===== src/hdl/hsvrgb_pkg.sv =====
`default_nettype none
package hsvrgb_pkg;

    localparam int CHANNELS = 3;
    localparam int STAGES   = 7;

    localparam logic [9:0]  HUE_PER_SECTOR = 10'd960;
    localparam logic [3:0]  MAX_QUOT       = 4'd8;
    localparam logic [3:0]  SECTORS        = 4'd6;
    localparam logic [6:0]  PCT_FULL       = 7'd100;
    localparam logic [16:0] FULL_TERM      = 17'd96000;

    // floor(N * 255 / 9600000) = floor(((N * 255) >> 9) / 18750)
    localparam logic [14:0] DIV_SHIFTED = 15'd18750;
    localparam logic [23:0] RECIP       = 24'd14660155;   // floor(2^38 / 18750)
    localparam int          RECIP_SHIFT = 38;

    localparam logic [2:0] SEC0 = 3'd0;
    localparam logic [2:0] SEC1 = 3'd1;
    localparam logic [2:0] SEC2 = 3'd2;
    localparam logic [2:0] SEC3 = 3'd3;
    localparam logic [2:0] SEC4 = 3'd4;
    localparam logic [2:0] SEC5 = 3'd5;

    typedef logic [16:0] term_t;
    typedef logic [23:0] num_t;
    typedef logic [22:0] quot_in_t;

endpackage
`default_nettype wire


===== src/hdl/hsv_to_rgb_converter_unit.sv =====
`default_nettype none
// Throughput: one word per cycle while m_tready is high; each of the 7 stages advances when the
// stage after it is empty or moving, so a stall fills empty stages first.
// Reset (rst_n low, async): clears the stage valid bits; data regs keep state.
// The reciprocal multiply and its correction set the stage count.
module hsv_to_rgb_converter_unit
(
    input  wire logic        clk,
    input  wire logic        rst_n,
    input  wire logic        s_tvalid,
    output logic             s_tready,
    input  wire logic [31:0] s_tdata,   // hue[12:0], saturation[19:13], brightness[26:20]
    output logic             m_tvalid,
    input  wire logic        m_tready,
    output logic [31:0] m_tdata         // red[7:0], green[15:8], blue[23:16]
);

    localparam int NCH = hsvrgb_pkg::CHANNELS;
    localparam int NST = hsvrgb_pkg::STAGES;

    logic [NST:1] valid_reg;
    logic [NST:1] valid_next;
    logic [NST+1:1] en;

    // stage 1 comb
    logic [12:0] hue_in;
    logic [6:0]  sat_in;
    logic [6:0]  val_in;
    logic [3:0]  quot;
    logic [12:0] hue_base;
    logic [2:0]  sector_next;
    logic [9:0]  rem_next;

    logic [2:0]  sector_reg;
    logic [9:0]  rem_reg;
    logic [6:0]  sat1_reg;
    logic [6:0]  val1_reg;

    // stage 2
    hsvrgb_pkg::term_t wv, wp, wq, wt;
    hsvrgb_pkg::term_t w_next [NCH];
    hsvrgb_pkg::term_t w_reg  [NCH];
    logic [6:0] val2_reg;

    // stage 3..7
    hsvrgb_pkg::num_t     n_next [NCH];
    hsvrgb_pkg::num_t     n_reg  [NCH];
    logic [31:0]          p255   [NCH];
    hsvrgb_pkg::quot_in_t m_next [NCH];
    hsvrgb_pkg::quot_in_t m_reg  [NCH];
    logic [46:0]          prod   [NCH];
    logic [7:0]           q0_next [NCH];
    logic [7:0]           q0_reg  [NCH];
    hsvrgb_pkg::quot_in_t m5_reg  [NCH];
    hsvrgb_pkg::quot_in_t back    [NCH];
    hsvrgb_pkg::quot_in_t diff_next [NCH];
    hsvrgb_pkg::quot_in_t diff_reg  [NCH];
    logic [7:0]           q6_reg    [NCH];
    logic [7:0]           ch_next   [NCH];
    logic [7:0]           ch_reg    [NCH];

    // handshake / stage enables
    always_comb
    begin
        en[NST+1] = m_tready;
        for (int k = NST; k >= 1; k--)
        begin
            en[k] = !valid_reg[k] || en[k+1];
        end
        for (int k = 1; k <= NST; k++)
        begin
            if (en[k])
            begin
                valid_next[k] = (k == 1) ? s_tvalid : valid_reg[k-1];
            end
            else
            begin
                valid_next[k] = valid_reg[k];
            end
        end
    end

    assign s_tready = en[1];
    assign m_tvalid = valid_reg[NST];
    assign m_tdata  = {8'd0, ch_reg[2], ch_reg[1], ch_reg[0]};

    always_ff @(posedge clk or negedge rst_n)
    begin
        if (!rst_n)
        begin
            valid_reg <= '0;
        end
        else
        begin
            valid_reg <= valid_next;
        end
    end

    // stage 1: clamp, sector and remainder
    always_comb
    begin
        hue_in = s_tdata[12:0];
        sat_in = (s_tdata[19:13] > hsvrgb_pkg::PCT_FULL) ? hsvrgb_pkg::PCT_FULL
                                                        : s_tdata[19:13];
        val_in = (s_tdata[26:20] > hsvrgb_pkg::PCT_FULL) ? hsvrgb_pkg::PCT_FULL
                                                        : s_tdata[26:20];
        quot = 4'd0;
        for (int k = 1; k <= int'(hsvrgb_pkg::MAX_QUOT); k++)
        begin
            if (hue_in >= 13'(k * int'(hsvrgb_pkg::HUE_PER_SECTOR)))
            begin
                quot = quot + 4'd1;
            end
        end
        hue_base = 13'(13'(quot) * 13'(hsvrgb_pkg::HUE_PER_SECTOR));
        rem_next = 10'(hue_in - hue_base);
        sector_next = (quot >= hsvrgb_pkg::SECTORS) ? 3'(quot - hsvrgb_pkg::SECTORS)
                                                    : 3'(quot);
    end

    // stage 2: terms and channel select
    always_comb
    begin
        wv = hsvrgb_pkg::FULL_TERM;
        wp = 17'(17'(hsvrgb_pkg::PCT_FULL - sat1_reg) * 17'(hsvrgb_pkg::HUE_PER_SECTOR));
        wq = hsvrgb_pkg::FULL_TERM - 17'(17'(rem_reg) * 17'(sat1_reg));
        wt = hsvrgb_pkg::FULL_TERM
             - 17'(17'(hsvrgb_pkg::HUE_PER_SECTOR - rem_reg) * 17'(sat1_reg));
        case (sector_reg)
            hsvrgb_pkg::SEC0:
            begin
                w_next[0] = wv; w_next[1] = wt; w_next[2] = wp;
            end
            hsvrgb_pkg::SEC1:
            begin
                w_next[0] = wq; w_next[1] = wv; w_next[2] = wp;
            end
            hsvrgb_pkg::SEC2:
            begin
                w_next[0] = wp; w_next[1] = wv; w_next[2] = wt;
            end
            hsvrgb_pkg::SEC3:
            begin
                w_next[0] = wp; w_next[1] = wq; w_next[2] = wv;
            end
            hsvrgb_pkg::SEC4:
            begin
                w_next[0] = wt; w_next[1] = wp; w_next[2] = wv;
            end
            default:
            begin
                w_next[0] = wv; w_next[1] = wp; w_next[2] = wq;
            end
        endcase
    end

    // stages 3..7 per channel
    always_comb
    begin
        for (int i = 0; i < NCH; i++)
        begin
            n_next[i]    = 24'(24'(val2_reg) * 24'(w_reg[i]));
            p255[i]      = (32'(n_reg[i]) << 8) - 32'(n_reg[i]);
            m_next[i]    = p255[i][31:9];
            prod[i]      = 47'(m_reg[i]) * 47'(hsvrgb_pkg::RECIP);
            q0_next[i]   = prod[i][hsvrgb_pkg::RECIP_SHIFT +: 8];
            back[i]      = 23'(23'(q0_reg[i]) * 23'(hsvrgb_pkg::DIV_SHIFTED));
            diff_next[i] = m5_reg[i] - back[i];
            ch_next[i]   = (diff_reg[i] >= 23'(hsvrgb_pkg::DIV_SHIFTED)) ? q6_reg[i] + 8'd1
                                                                      : q6_reg[i];
        end
    end

    always_ff @(posedge clk)
    begin
        if (en[1])
        begin
            sector_reg <= sector_next;
            rem_reg    <= rem_next;
            sat1_reg   <= sat_in;
            val1_reg   <= val_in;
        end
        if (en[2])
        begin
            w_reg    <= w_next;
            val2_reg <= val1_reg;
        end
        if (en[3])
        begin
            n_reg <= n_next;
        end
        if (en[4])
        begin
            m_reg <= m_next;
        end
        if (en[5])
        begin
            q0_reg <= q0_next;
            m5_reg <= m_reg;
        end
        if (en[6])
        begin
            diff_reg <= diff_next;
            q6_reg   <= q0_reg;
        end
        if (en[7])
        begin
            ch_reg <= ch_next;
        end
    end

`ifndef SYNTHESIS
    a_sector_range: assert property (@(posedge clk) disable iff (!rst_n)
        valid_reg[1] |-> sector_reg <= hsvrgb_pkg::SEC5)
        else $error("sector out of range");

    a_rem_range: assert property (@(posedge clk) disable iff (!rst_n)
        valid_reg[1] |-> rem_reg < hsvrgb_pkg::HUE_PER_SECTOR)
        else $error("hue remainder out of range");

    a_full_when_stalled: assert property (@(posedge clk) disable iff (!rst_n)
        !s_tready |-> (&valid_reg))
        else $error("input stalled with an empty stage");

    a_corr_bound: assert property (@(posedge clk) disable iff (!rst_n)
        valid_reg[6] |-> (diff_reg[0] < 23'd37500) && (diff_reg[1] < 23'd37500)
                         && (diff_reg[2] < 23'd37500))
        else $error("reciprocal estimate off by more than one");
`endif

endmodule
`default_nettype wire


===== config.mk =====
export PLATFORM = sky130hd
export DESIGN_NAME = hsv_to_rgb_converter_unit
export DESIGN_NICKNAME = d
export VERILOG_FILES = /design/src/hdl/hsvrgb_pkg.sv /design/src/hdl/hsv_to_rgb_converter_unit.sv
export SDC_FILE = /design/constraint.sdc
export NUM_CORES = 2
export LEC_CHECK = 0
export BUFFER_PORTS_ARGS = -buffer_cell sky130_fd_sc_hd__buf_2
export CORE_MARGIN = 10
export CORE_UTILIZATION = 47
export CTS_BUF_LIST = sky130_fd_sc_hd__clkbuf_16
export DETAILED_ROUTE_END_ITERATION = 8
export PLACE_DENSITY_LB_ADDON = 0.2
export SLEW_MARGIN = 20
export SYNTH_ARGS = -nofsm -noshare
export SYNTH_HDL_FRONTEND = slang
export SYNTH_SLANG_ARGS = --single-unit

===== constraint.sdc =====
create_clock -name clk -period 10.77 [get_ports clk]
set_clock_uncertainty 0.2 [all_clocks]
set_input_delay 2.154 -clock clk [delete_from_list [all_inputs] [get_ports clk]]
set_output_delay 2.154 -clock clk [all_outputs]
set_load 0.05 [all_outputs]

==> qor.txt <==
Status - finished clean
# resized after CTS - 0
Relative slew slack - 37.48%
CP bufs+invs - 4
Fin Hold WS - 213.8 ps
Worst Setup SP - m_reg[8]$_DFFE_PP_
Most frequent cell after synthesis - inv_1
Max-slew violations - 0
Ports - 70
Core ar. - 150300 sq um
Unrepaired setup endpoints after global routing - no
Cell taking the most area after synthesis - fa_1
Synth cell count leaders - 1699 x inv_1, 1144 x ha_1, 1093 x fa_1
Num rows - 142
Multi-input gate area - 51460 sq um
Max Fclk - 126.2 MHz
Required @ worst endpoint - 11000 ps
Synth area leaders - fa_1 31%, ha_1 20%, edfxtp_1 18%
Drt wl/cell - 17.24 um
Worst hold path type - flip-flop to flip-flop
Worst setup SP type - flip-flop
Root Buffer - clkbuf_16
Worst Setup EP - q0_reg[7]$_DFFE_PP_
Gate Count Post-Synth - 6992
CTS tree - built
Clk slew on worst S/H paths - 70 ps
Final antenna-violating net count - 0
Clock buffer depth - 3
Antenna cells - 0
Final setup fails - 0
Synthesis-to-finish area growth - 6.427%
Average vias per placed instance - 5.173
Share of layout cells above drive strength 1 - 3.292%
Die height - 409.6 um
Via Count - 47040
Port bufs - 56
Min cycle time layout - 7922 ps
Worst reg2reg path depth - 21
Placed Area - 73890 sq um
CTS buffer count - 56
Final net count - 9306
R2R Path End - q0_reg[7]$_DFFE_PP_
DR iter-0 viols - 2507
Max reg flops - 72
Critical path type - flip-flop to flip-flop
Die width - 409.6 um
Most used cell, CP - fa_1
Sequential area share after synthesis - 18.35%
DRC Markers - 0
Crit-path slowest cell - fa_1
CP max FO - 7
CP max stage delay - 700 ps
Crit path max-delay family - adder cells
Yosys Warn Count - 0
EDFF count, synth - 430
Post-Place Setup Slack - 2238 ps
Slew @ Worst Pin - 937.8 ps
Setup TNS Final - 0 ps
Distinct cells, synth - 88
Sink Count - 437
Critical Path Sink Type - flip-flop
Top cell type's share of synthesized area - 30.68%
# H-tree levels - 2
Starting Density - 47.45%
Dpl hpwl - 133000 um
Worst-Skew Late Latency - 690 ps
Reg2reg start - m_reg[8]$_DFFE_PP_
Dominant synthesized flop cell - edfxtp_1
Setup slack, reg-to-reg - 2850 ps
Setup ws final - 2848 ps
Drt first pass iters - 7
GRT overflow - 0
Post-CTS setup buffer count - 0
Async S/R FF share, synth - 1.602%
Final period util - 73.56%
Final Hold Fails - 0
Arr. time, crit path - 8160 ps
#FFs+latches synth - 437
Crit-path cells - fa_1 -> fa_1 -> inv_1 -> fa_1 -> inv_1 -> fa_1 -> fa_1 -> fa_1 -> inv_1 -> fa_1 -> inv_1 -> ha_1 -> a21oi_1 -> o21ai_0 -> a221oi_1 -> o2111ai_1 -> nand2_1 -> o21ai_0 -> a2111o_1 -> a31oi_1 -> xnor2_1
Post-Route WL - 156800 um
Pin count of the biggest net entering global routing - 74
Max-Cap Viols - 0
Via count of the first global-routing pass - 50630
Syn_area_per_cell - 10.20 sq um
Initial antenna violation count - 4
Cell Area, Synth - 71330 sq um
Fillers - 13910
Fin area - 75910 sq um
First-pass GRT wire length - 263300 um
GRT Overall Usage - 19.15%
Routability Congestion - 0.9229
Die area - 167700 sq um
Levels on crit path - 21
Cts hold-fix bufs - 0
Register area - 13090 sq um
per-stage QoR:
step                      std cells  util, %
final                          9094    50.50
after global routing           9094    50.50
after CTS                      9094    50.50
after detailed placement       8991    49.16
after global placement         8991    49.16
after floorplan                6999        -
worst register-to-register path, cell delays in order (launching register included):
cell and delay [ps]:
edfxtp_1 640, fa_1 700, fa_1 640, inv_1 70, fa_1 520, inv_1 60, fa_1 560, fa_1 430
fa_1 490, inv_1 50, fa_1 470, inv_1 40, ha_1 290, a21oi_1 230, o21ai_0 180, a221oi_1 580
o2111ai_1 360, nand2_1 160, o21ai_0 220, a2111o_1 490, a31oi_1 210, xnor2_1 90
placed cells by master, fill, tap and decap left out, types with 12 or more instances in the layout:
cell type     n
and2_1      237
nor4_1       20
o21ai_0     155
clkbuf_16    56
nor2b_1      52
inv_1      1701
o211ai_1     14
a21oi_1     239
a211o_1      16
a21o_1      111
a31o_2       12
nand3_1      74
a22oi_1      23
bufinv_16    12
nand2_1     443
or2_2        28
buf_2        56
o22ai_1      23
nor2_1      217
o31ai_1      14
edfxtp_1    430
buf_4        21
o21bai_1     25
o21a_1       51
or3_1        17
xor2_1      115
a311oi_1     12
nor3_1       66
a221oi_1     17
xnor2_1     228
nand4_1      24
and3_1       34
nand2b_1     34
fa_1       1093
a211oi_1     33
a31oi_1      28
ha_1       1144
metal layers:
metal	track usage [%]	part of all wire (%)	vias to the layer above
met2	31.92	47	847
li1	-	-	22600
met5	0	0	-
met1	27.07	47	23430
met3	2.058	4.3	171
met4	3.691	1.8	0
cell families (layout without fill, tap and decap cells):
| family | after synthesis | count (layout) | share of synthesized area, % |
|---|---|---|---|
| AO/OA/AOI/OAI | 872 | 872 | 8.061 |
| XOR/XNOR | 346 | 346 | 4.280 |
| adder cells (fa/ha/maj) | 2237 | 2237 | 50.75 |
| buffers and inverters | 1802 | 1881 | 9.585 |
| flip-flops | 437 | 437 | 18.35 |
| multiplexers | 9 | 9 | 0.1316 |
| other | 1 | 8 | 0.005258 |
| AND/OR/NAND/NOR | 1288 | 1288 | 8.843 |
worst min path at each step:
stage          slack [ps]                 startpoint               endpoint  cells past startpoint
3_3_place_gp          200  val1_reg[3]$_SDFFCE_PN0P_  val2_reg[3]$_DFFE_PP_                      0
6_report              210  val1_reg[1]$_SDFFCE_PN0P_  val2_reg[1]$_DFFE_PP_                      0
3_5_place_dp          200  val1_reg[2]$_SDFFCE_PN1P_  val2_reg[2]$_DFFE_PP_                      0
5_1_grt               220  val1_reg[1]$_SDFFCE_PN0P_  val2_reg[1]$_DFFE_PP_                      0
4_1_cts               210  val1_reg[1]$_SDFFCE_PN0P_  val2_reg[1]$_DFFE_PP_                      0
2_1_floorplan         200  val1_reg[0]$_SDFFCE_PN0P_  val2_reg[0]$_DFFE_PP_                      0
area by class of cell:
type / instances / share of cell area, %
Clock buffer: 56 / 1.846
Clock inverter: 47 / 0.8109
Inverter: 1701 / 8.411
Multi-Input combinational cell: 4760 / 67.79
Sequential cell: 437 / 17.24
Tap cell: 2016 / 3.323
Timing Repair Buffer: 77 / 0.5769
Power is not shown: default switching activity piles up to over one toggle a cycle in this logic, so the estimate is an artifact.
